--- config.mk ---
export PLATFORM = sky130hd
export DESIGN_NAME = vmap_ram
export DESIGN_NICKNAME = d
export VERILOG_FILES = /design/src/hw/rtl/vmap_ram.sv
export SDC_FILE = /design/constraint.sdc
export NUM_CORES = 1
export LEC_CHECK = 0
export ABC_AREA = 1
export BUFFER_PORTS_ARGS = -buffer_cell sky130_fd_sc_hd__buf_2
export CAP_MARGIN = 20
export CORE_ASPECT_RATIO = 1.25
export CORE_MARGIN = 2
export CORE_UTILIZATION = 55
export DETAILED_ROUTE_END_ITERATION = 16
export PLACE_DENSITY = 0.72
export RECOVER_POWER = 100
export SLEW_MARGIN = 10
export SYNTH_ARGS = -nofsm -noshare
export SYNTH_HDL_FRONTEND = slang
export SYNTH_SLANG_ARGS = --single-unit
--- constraint.sdc ---
create_clock -name clk -period 2.7 [get_ports clk]
set_input_delay 0.27 -clock clk [delete_from_list [all_inputs] [get_ports clk]]
set_output_delay 0.27 -clock clk [all_outputs]
set_load 0.02 [all_outputs]
--- src/hw/rtl/vmap_ram.sv ---
module vmap_ram #(
	parameter int WIDTH = 8,
	parameter int DEPTH = 64
) (
	input  logic                                     clk,
	input  logic                                     we,
	input  logic [((DEPTH > 1) ? $clog2(DEPTH) : 1)-1:0] addr,
	input  logic [WIDTH-1:0]                         wdata,
	output logic [WIDTH-1:0]                         rdata
);

	logic [WIDTH-1:0] mem_q [DEPTH];

	always_ff @(posedge clk) begin
		if (we) begin
			mem_q[addr] <= wdata;
		end
		rdata <= mem_q[addr];
	end

endmodule

==> results.md <==
* Status: finished with violations
* Failing checks: capacitance limit, slew limit
* # placed instances at 2690
* Element type at the critical path start: primary input
* First-pass DRT Iterations at 5
* Critical path capture point type: register
* Die Span Y at 228 µm
* Violation count after the first detailed-route iteration at roughly 1.6k
* Final Hold Fails at 0
* Leading cell type in the layout, fill and taps excluded: nand2_1
* Fin crit period at ~2.2 ns
* Synth Instances at approximately 2.2k
* Net Count, Synth at between 2k and 2.5k
* Detailed-route DRC error count at 0
* Post-synth cell types at 22
* Crit path kind: primary input to register
* Type of the worst min-delay path: primary input to register
* CTS Root Cell: clkbuf_16
* Core Box Area at between 0.03 and 0.04 mm²
* Port Buf Inserts at 23
* Synthesized area per cell at approximately 10 µm²
* Maximum Capacitance Violations at 7
* Most frequent cells in the layout: nand2_1 (1384), edfxtp_1 (512), nor2_1 (88)
* VDD IR max at about 0.45 mV
* Clock Latency Late Sink at between 0.5 and 0.6 ns
* Clock sink count at 520
* Slew Viols, Final at 282
* CTS resizes at 0
* I/O Pins at 24
* Pre-CTS setup slack at between 0.3 and 0.4 ns
* Grt ovf at 0
* Worst path arrival time at ~2.4 ns
* Post-Syn Area at 0.0220 mm²
* Row count at 82
* Vias in the first global route at about 15k
* Final clock skew at roughly 0.018 ns
* Post-Route M1 WL at 20.7 mm
* H-tree levels at 2
* Final number of setup-violating endpoints at 0
* Post-DP HPWL at about 32 mm
* Final wirelength at ~53 mm
* Register area at 0.0155 mm²
* Register area share after synthesis at 0.705
* Power Density at between 600 and 700 mW/mm²
* Via count at around 15k
* First-pass GRT wire length at a little over 80 mm
* Area growth syn-to-layout at 10.6%
* Crit Path Max Fanout at 31
* RSZ-0062 raised after global routing: no
* Total Neg Setup Slack at 0 ns
* YS warnings at 0
* Final worst slack at approximately 0.48 ns
* Hold_buf cts at 0
* Slew Limit Headroom at -0.170
* Final nets at between 2k and 2.5k
* Worst-path clk slew at around 0.060 ns
* Die area at roughly 0.042 mm²
* Gr usage total at 0.259
* CTS tree: built
* Layout fillers at ~3.2k
* Routability cong. at between 0.8 and 0.9
* Achievable Freq at between 400 and 500 MHz
* Initial antenna violation count at 1
* Vias per inst at 5.36
* Met3 WL at around 3.8 mm
* CTS Buf Count at 48
* Leak Pwr at 10.2 nW
* Post-CTS setup buffers at 0
* Tcrit/Tclk final at 0.823
* Worst-margin pin slew at 1.76 ns
* Finished Layout Cells at roughly 2.8k
* Layout cells sized above 1 at 0.0651
* Top Layer Used: met4
* ANT nets after route at 0
* Routed length per instance at 19.1 µm
* Die width at 183 µm
* Clock tree buffer depth at 3
* Critical Path RT at 2.92 ns
* Largest net degree at the start of global routing at 134
* Starting density of the core at 0.554
* Number of synthesized register bits at 520
* Routed wire length on met2 at between 20 and 30 mm
* Multi-input gate area at roughly 0.0058 mm²
where the power goes:
part / total (mW) / switching, mW / internal [mW]
combinational: 1.05 / 0.801 / 0.251
sequential: 8.96 / 0.0225 / 8.94
clock: 6.55 / 2.86 / 3.69
total: 16.6 / 3.68 / 12.9
sequential cells by signal, summed over array words and instances (netlist names):
signal / count
rdata: 8
mem_q: 512
kinds of logic after synthesis:
group	Yosys count	synth area share
AOI/OAI and AO/OA	12	0.00329
DFF	520	0.705
and+or+nand+nor	1504	0.260
buffers and inverters	131	0.0316
worst paths after layout:
kind                               start  cells after the start  slack (ns)                     end
setup / recovery                 addr[1]                      6        0.48  mem_q[23][1]$_DFFE_PP_
hold / removal                   addr[3]                      4        0.33  mem_q[49][2]$_DFFE_PP_
setup reg to reg  mem_q[53][5]$_DFFE_PP_                     10        1.12        rdata[5]$_DFF_P_
hold reg to reg   mem_q[31][6]$_DFFE_PP_                      6        0.76        rdata[6]$_DFF_P_
synthesized netlist by cell type:
library cell  number  area [µm²]
nor2_2             2        12.5
buf_1              4        15.0
or2_2              3        18.8
inv_2              4        15.0
inv_1             25        93.8
o21ai_0            1        5.00
nor3_2             8        80.1
nor2_1            87         327
buf_6             15         169
buf_4              7        52.6
o21ai_1            6        30.0
nand4_1            2        12.5
clkinv_1           1        3.75
edfxtp_1         512       15400
buf_2             52         260
dfxtp_1            8         160
clkbuf_1          23        86.3
o211ai_1           5        37.5
nor4_1             2        12.5
nand2_1         1384        5190
nand3_1           13        65.1
or2_1              3        18.8
area by class of cell:
cell class,count,area share
diodes,2,0.000205
clock buffers,58,0.0517
clock inverters,28,0.00965
inverters,30,0.00488
multi-input cells,1516,0.238
flip-flops and latches,520,0.637
well taps,504,0.0259
repair buffers,120,0.0327
metal layers:
| metal | GRT usage | vias to the layer above |
|---|---|---|
| met3 | 0.0346 | 99 |
| met1 | 0.336 | 7064 |
| met2 | 0.446 | 591 |
| met4 | 0.0985 | 0 |
| met5 | 0 | - |
| li1 | - | 7134 |
worst max-delay path: stages:
cell,delay [ns]
clkbuf_2,0.54
buf_4,0.47
nand4_1,0.17
clkbuf_1,0.37
nor2_1,0.19
clkbuf_1,0.39
per-stage QoR:
| stage | hold slack [ns] | total power, mW | utilization | area, µm² |
|---|---|---|---|---|
| floorplan | 0.369 | 9.76 | - | 22000 |
| global placement | 0.694 | 10.2 | 0.581 | 23100 |
| finish | 0.327 | 16.6 | 0.612 | 24400 |
| detailed placement | 0.693 | 10.2 | 0.581 | 23100 |
| CTS | 0.235 | 16.7 | 0.619 | 24600 |
| global route | 0.367 | 17.1 | 0.612 | 24400 |
Note: power is estimated with default switching activity, not from simulation.
