## config.mk

```make
export PLATFORM = sky130hd
export DESIGN_NAME = vmap_decode
export DESIGN_NICKNAME = d
export VERILOG_FILES = /design/src/hw/rtl/vmap_pkg.sv /design/src/hw/rtl/vmap_decode.sv
export SDC_FILE = /design/constraint.sdc
export NUM_CORES = 1
export LEC_CHECK = 0
export BUFFER_PORTS_ARGS = -buffer_cell sky130_fd_sc_hd__buf_4
export CAP_MARGIN = 20
export CORE_UTILIZATION = 45
export CTS_CLUSTER_DIAMETER = 40
export DETAILED_ROUTE_END_ITERATION = 7
export PLACE_DENSITY = 0.85
export SLEW_MARGIN = 20
export SYNTH_ARGS = -nofsm -noshare
export SYNTH_HDL_FRONTEND = slang
export SYNTH_SLANG_ARGS = --single-unit
export TNS_END_PERCENT = 30
```

## constraint.sdc

```tcl
create_clock -name clk -period 1.8 [get_ports clk]
set_input_delay 0.36 -clock clk [delete_from_list [all_inputs] [get_ports clk]]
set_output_delay 0.36 -clock clk [all_outputs]
set_load 0.005 [all_outputs]
```

## src/hw/rtl/vmap_pkg.sv

```systemverilog
package vmap_pkg;

	localparam int ADDR_W        = 13;
	localparam int DATA_W        = 8;
	localparam int REGION_W      = 3;
	localparam int PALETTE_BYTES = 64;
	localparam int PAL_AW        = $clog2(PALETTE_BYTES);

	localparam logic              ACTION_READ  = 1'b0;
	localparam logic              ACTION_WRITE = 1'b1;

	localparam logic [REGION_W-1:0] REGION_VIDEO     = 3'd0;
	localparam logic [REGION_W-1:0] REGION_OBJECT    = 3'd1;
	localparam logic [REGION_W-1:0] REGION_BG_INDEX  = 3'd2;
	localparam logic [REGION_W-1:0] REGION_BG_DATA   = 3'd3;
	localparam logic [REGION_W-1:0] REGION_OBJ_INDEX = 3'd4;
	localparam logic [REGION_W-1:0] REGION_OBJ_DATA  = 3'd5;

	localparam logic [1:0] MODE_HBLANK = 2'd0;
	localparam logic [1:0] MODE_VBLANK = 2'd1;
	localparam logic [1:0] MODE_SCAN   = 2'd2;
	localparam logic [1:0] MODE_DRAW   = 2'd3;

	localparam logic [DATA_W-1:0] BLOCKED_DATA = 8'hFF;
	localparam logic [DATA_W-1:0] WRITE_DATA_RESULT = 8'h00;
	localparam int                INDEX_AUTO_BIT = 7;
	localparam int                INDEX_SPARE_BIT = 6;

	typedef struct packed {
		logic                action;
		logic [REGION_W-1:0] region;
		logic [ADDR_W-1:0]   address;
		logic [DATA_W-1:0]   write_data;
		logic [1:0]          ppu_mode;
		logic                bank_select;
	} request_t;

	typedef struct packed {
		logic [DATA_W-1:0] read_data;
		logic              granted;
	} result_t;

	typedef struct packed {
		logic                valid;
		logic                write;
		logic                granted;
		logic [REGION_W-1:0] region;
	} access_t;

	function automatic logic [DATA_W-1:0] next_index(input logic [DATA_W-1:0] idx);
		logic [PAL_AW-1:0] low;
		low = idx[PAL_AW-1:0] + PAL_AW'(1);
		if (idx[INDEX_AUTO_BIT]) begin
			next_index = {1'b1, 1'b0, low};
		end else begin
			next_index = idx;
		end
	endfunction

endpackage

```

## src/hw/rtl/vmap_decode.sv

```systemverilog
module vmap_decode #(
	parameter int VIDEO_BANK_BYTES = 8192,
	parameter int OBJECT_BYTES     = 256
) (
	input  logic                                  clk,
	input  logic                                  arst_n,
	input  logic                                  take,
	input  vmap_pkg::request_t                    request,
	input  logic                                  cfg_we,
	input  logic                                  cfg_wdata,
	output vmap_pkg::access_t                     acc_s1,
	output logic [$clog2(2*VIDEO_BANK_BYTES)-1:0] vram_addr_s1,
	output logic [$clog2(OBJECT_BYTES)-1:0]       oam_addr_s1,
	output logic [vmap_pkg::DATA_W-1:0]           wdata_s1
);

	import vmap_pkg::*;

	localparam int VRAM_AW     = $clog2(2*VIDEO_BANK_BYTES);
	localparam int OAM_AW      = $clog2(OBJECT_BYTES);
	localparam int RECIP_SHIFT = 21;
	localparam int RECIP       = (1 << RECIP_SHIFT) / OBJECT_BYTES;
	localparam int RECIP_W     = $clog2(RECIP + 1);
	localparam int PROD_W      = ADDR_W + RECIP_W;
	localparam int QUOT_W      = PROD_W - RECIP_SHIFT;

	localparam logic [ADDR_W-1:0]  OBJ_SIZE = ADDR_W'(OBJECT_BYTES);
	localparam logic [ADDR_W:0]    VB_SIZE  = (ADDR_W+1)'(VIDEO_BANK_BYTES);
	localparam logic [ADDR_W+1:0]  VB_BASE  = (ADDR_W+2)'(VIDEO_BANK_BYTES);
	localparam logic [RECIP_W-1:0] RECIP_K  = RECIP_W'(RECIP);

	logic             color_q;
	logic             valid_s1;
	request_t         req_s1;
	logic [QUOT_W-1:0] quot_s1;

	logic [PROD_W-1:0] prod;
	logic [ADDR_W-1:0] obj_rem;
	logic [ADDR_W-1:0] obj_mod;
	logic [ADDR_W:0]   vid_ext;
	logic [ADDR_W:0]   vid_mod;
	logic [ADDR_W+1:0] vid_sum;
	logic              bank;
	logic              grant;

	always_ff @(posedge clk or negedge arst_n) begin
		if (!arst_n) begin
			color_q  <= 1'b0;
			valid_s1 <= 1'b0;
		end else begin
			if (cfg_we) begin
				color_q <= cfg_wdata;
			end
			valid_s1 <= take;
		end
	end

	assign prod = PROD_W'(request.address) * PROD_W'(RECIP_K);

	always_ff @(posedge clk) begin
		if (take) begin
			req_s1  <= request;
			quot_s1 <= prod[PROD_W-1:RECIP_SHIFT];
		end
	end

	always_comb begin
		obj_rem = req_s1.address - ADDR_W'(quot_s1 * OBJECT_BYTES);
		obj_mod = (obj_rem >= OBJ_SIZE) ? obj_rem - OBJ_SIZE : obj_rem;
		vid_ext = {1'b0, req_s1.address};
		vid_mod = (vid_ext >= VB_SIZE) ? vid_ext - VB_SIZE : vid_ext;
		bank    = color_q & req_s1.bank_select;
		vid_sum = {1'b0, vid_mod} + (bank ? VB_BASE : '0);
	end

	always_comb begin
		unique case (req_s1.region)
			REGION_VIDEO:     grant = (req_s1.ppu_mode != MODE_DRAW);
			REGION_OBJECT:    grant = (req_s1.ppu_mode != MODE_SCAN) &&
			                          (req_s1.ppu_mode != MODE_DRAW);
			REGION_BG_INDEX:  grant = 1'b1;
			REGION_BG_DATA:   grant = (req_s1.ppu_mode != MODE_DRAW);
			REGION_OBJ_INDEX: grant = 1'b1;
			REGION_OBJ_DATA:  grant = (req_s1.ppu_mode != MODE_DRAW);
			default:          grant = 1'b0;
		endcase
	end

	assign acc_s1.valid   = valid_s1;
	assign acc_s1.write   = (req_s1.action == ACTION_WRITE);
	assign acc_s1.granted = grant;
	assign acc_s1.region  = req_s1.region;
	assign vram_addr_s1   = vid_sum[VRAM_AW-1:0];
	assign oam_addr_s1    = obj_mod[OAM_AW-1:0];
	assign wdata_s1       = req_s1.write_data;

	a_obj_in_range: assert property (@(posedge clk) disable iff (!arst_n)
		valid_s1 |-> (obj_mod < OBJ_SIZE))
		else $error("object offset out of range");

	a_vid_in_range: assert property (@(posedge clk) disable iff (!arst_n)
		valid_s1 |-> (vid_mod < VB_SIZE))
		else $error("video offset out of range");

	a_draw_blocks_video: assert property (@(posedge clk) disable iff (!arst_n)
		(valid_s1 && req_s1.region == REGION_VIDEO && req_s1.ppu_mode == MODE_DRAW)
		|-> !grant)
		else $error("video access granted in drawing mode");

endmodule

```

==> flow_summary.yaml <==
drt:
  route.detailed.drc: 0
  vias_per_cell: 4.39
  routedWlPerCell_um: 12.8
  firstDrtPassIters: 4
  wl_mm: 1.83
  drtAntennaViolNets: 0
  dr.first_iter.drc_count: 5
  dr_total_vias: 628
cells_and_area:
  fin_nets: 145
  area_delta_synth_final_pct: 30.4
  utilization_pct: 62.9
  drive_gt1_share_pct: 68.1
  antennaDiodeCount: 0
global_routing:
  track_usage_pct: 13.8
  antenna_found_initial: 0
  grt_max_degree: 30
  grt_pass1_vias: 615
  grt_pass1_wl_mm: 2.55
  grt-ovfl-total: 0
critical_path:
  start_kind: "register"
  critical_path_class: "reg -> out"
  worst_setup_path_end_kind: "primary output"
  rr_worst_depth: 1
  crit_fanout: 3
  r2r-end: "color_q"
  r2r_slack_ps: 1060
  arrival_ps: 1270
  r2r_start: "color_q"
  cp.required_ps: 1440
placement:
  gp_congestion: 0.672
  dpl.hpwl_mm: 1.38
  port_buffers: 68
yosys:
  synth_top_cell_area_share_pct: 69.8
  synth.yosys.seq_area_share_pct: 73.9
  ys.flop_type: "edfxtp_1"
  synth_commonest_cells: "buf_4 (36), edfxtp_1 (28), dfrtp_1 (2)"
  yosys-top-cells-area: "edfxtp_1 (70%), buf_4 (22%), dfrtp_1 (4.2%)"
  syn_nets: 105
  synth_edf_count: 28
  netlist-cell-type-count: 9
  synthCells: 72
  ys_warn_count: 0
  ys_ff_latch: 30
  netlist.top_cell.by_area: "edfxtp_1"
  yosysMostFrequentCell: "buf_4"
  postSynth.asyncResetShare_pct: 6.67
  mappedNetlistArea_sq_um: 1200
  synth_area_per_cell_sq_um: 16.7
die:
  chipWidth_um: 53.7
  die_area_sq_um: 2890
  fp-row-count: 18
  fp.coreArea_sq_um: 2500
  initial_core_util_pct: 48.2
  die_h_um: 53.7
  io_pins: 69
clock_network:
  path_clk_slew_ps: 90
  cts_tree: "yes"
  clock_latency_ps: 310
  numCtsBuffers: 5
  clk_path_buf_depth: 2
  cts_max_level: 2
  ctsRootBufferMaster: "clkbuf_4"
  clock-sinks: 30
  cts_setup_buffers: 0
timing:
  finalMaxSlewViolations: 0
  worst_pin_slew_ps: 343
  post-route-period-util_pct: 90.6
  relSlewSlack_pct: 77.1
  rsz0062_at_grt: "no"
  setup_viol: 0
  setup_tns_ps: 0
  hold_viol: 0
  fin_worst_skew_ps: 0
  fin_crit_ps: 1630
  clock.fmax_mhz: 613
status:
  status: "finished, final reports clean"
power:
  p_leak_nw: 0.687
  power.density_nw_per_um2: 954
  peakVddDrop_v: 0.000879
  finalPower_mw: 1.50
flow_run:
  drv_cap: 0
worst_hold_path:
  min_from: "request[25]"
  min_to: "acc_s1[1]"
  hold_path.class: "in -> reg"
  min_path_cells: 1
[stage by stage]
| step | worst slack [ps] | cells | cell area, sq um | hold slack, ps |
|---|---|---|---|---|
| 2_1_floorplan | 570 | 72 | 1200 | 64.4 |
| 3_3_place_gp | 558 | 134 | 1480 | 142 |
| 3_5_place_dp | 513 | 134 | 1480 | 144 |
| 4_1_cts | 161 | 143 | 1570 | 204 |
| 5_1_grt | 93.1 | 143 | 1570 | 192 |
| 6_report | 169 | 143 | 1570 | 216 |
[worst max-delay path, cell delays in order, from the launching register on]
cell and delay [ps]:
edfxtp_1 420, or2_1 240, a31oi_1 160, buf_4 130
[metal layers]
metal / vias up / share of wire (%) / track usage, %
met5: - / 0 / 0
met4: 0 / 1.7 / 7.89
met3: 4 / 14 / 10.7
met2: 48 / 51 / 22.2
met1: 279 / 33 / 11.8
li1: 297 / - / -
[power breakdown]
group	total, mW	switching [mW]	internal (mW)
logic	0.181	0.0570	0.124
registers	0.845	0.0221	0.823
clock network	0.472	0.205	0.267
[what timing repair did]
action / 4_1_cts / 5_1_grt
hold buffers: 1 / 0
hold endpoints to repair: 2 / 0
resized for setup: 0 / 0
[cells by family after synthesis]
logic type	Yosys count	synth area share, %
compound gates	2	1.35
mux	1	0.935
simple gates	3	1.35
flops	30	73.9
buf+inv	36	22.4
[worst max path at each step]
stage | start | to | slack (ps)
global placement | acc_s1[0] | acc_s1[3] | 560
CTS | acc_s1[0] | acc_s1[3] | 160
floorplan | acc_s1[0] | acc_s1[3] | 570
global route | acc_s1[0] | acc_s1[3] | 90
finish | acc_s1[0] | acc_s1[3] | 170
detailed placement | acc_s1[0] | acc_s1[3] | 510
[final cells by class]
cell class              instances  area (sq um)
multi-input cells               6          43.8
fillers                       182           928
repair buffers                 69           520
clock buffers                   8          78.8
well taps                      30          37.5
flip-flops and latches         30           891
[placed cells by master, fill, tap and decap left out]
cell           count
dlygate4sd3_1      1
clkbuf_8           3
a31oi_1            1
mux2_2             1
clkbuf_4           5
buf_4             68
nor2_1             1
a32o_1             1
and2_1             1
dfrtp_1            2
edfxtp_1          28
or2_1              1
[sequential cells by signal, indices dropped and copies added, names as in the netlist]
| signal | count |
|---|---|
| acc_s1 | 4 |
| color_q | 1 |
| req_s1 | 16 |
| valid_s1 | 1 |
| wdata_s1 | 8 |
(Power assumes the default switching activity.)
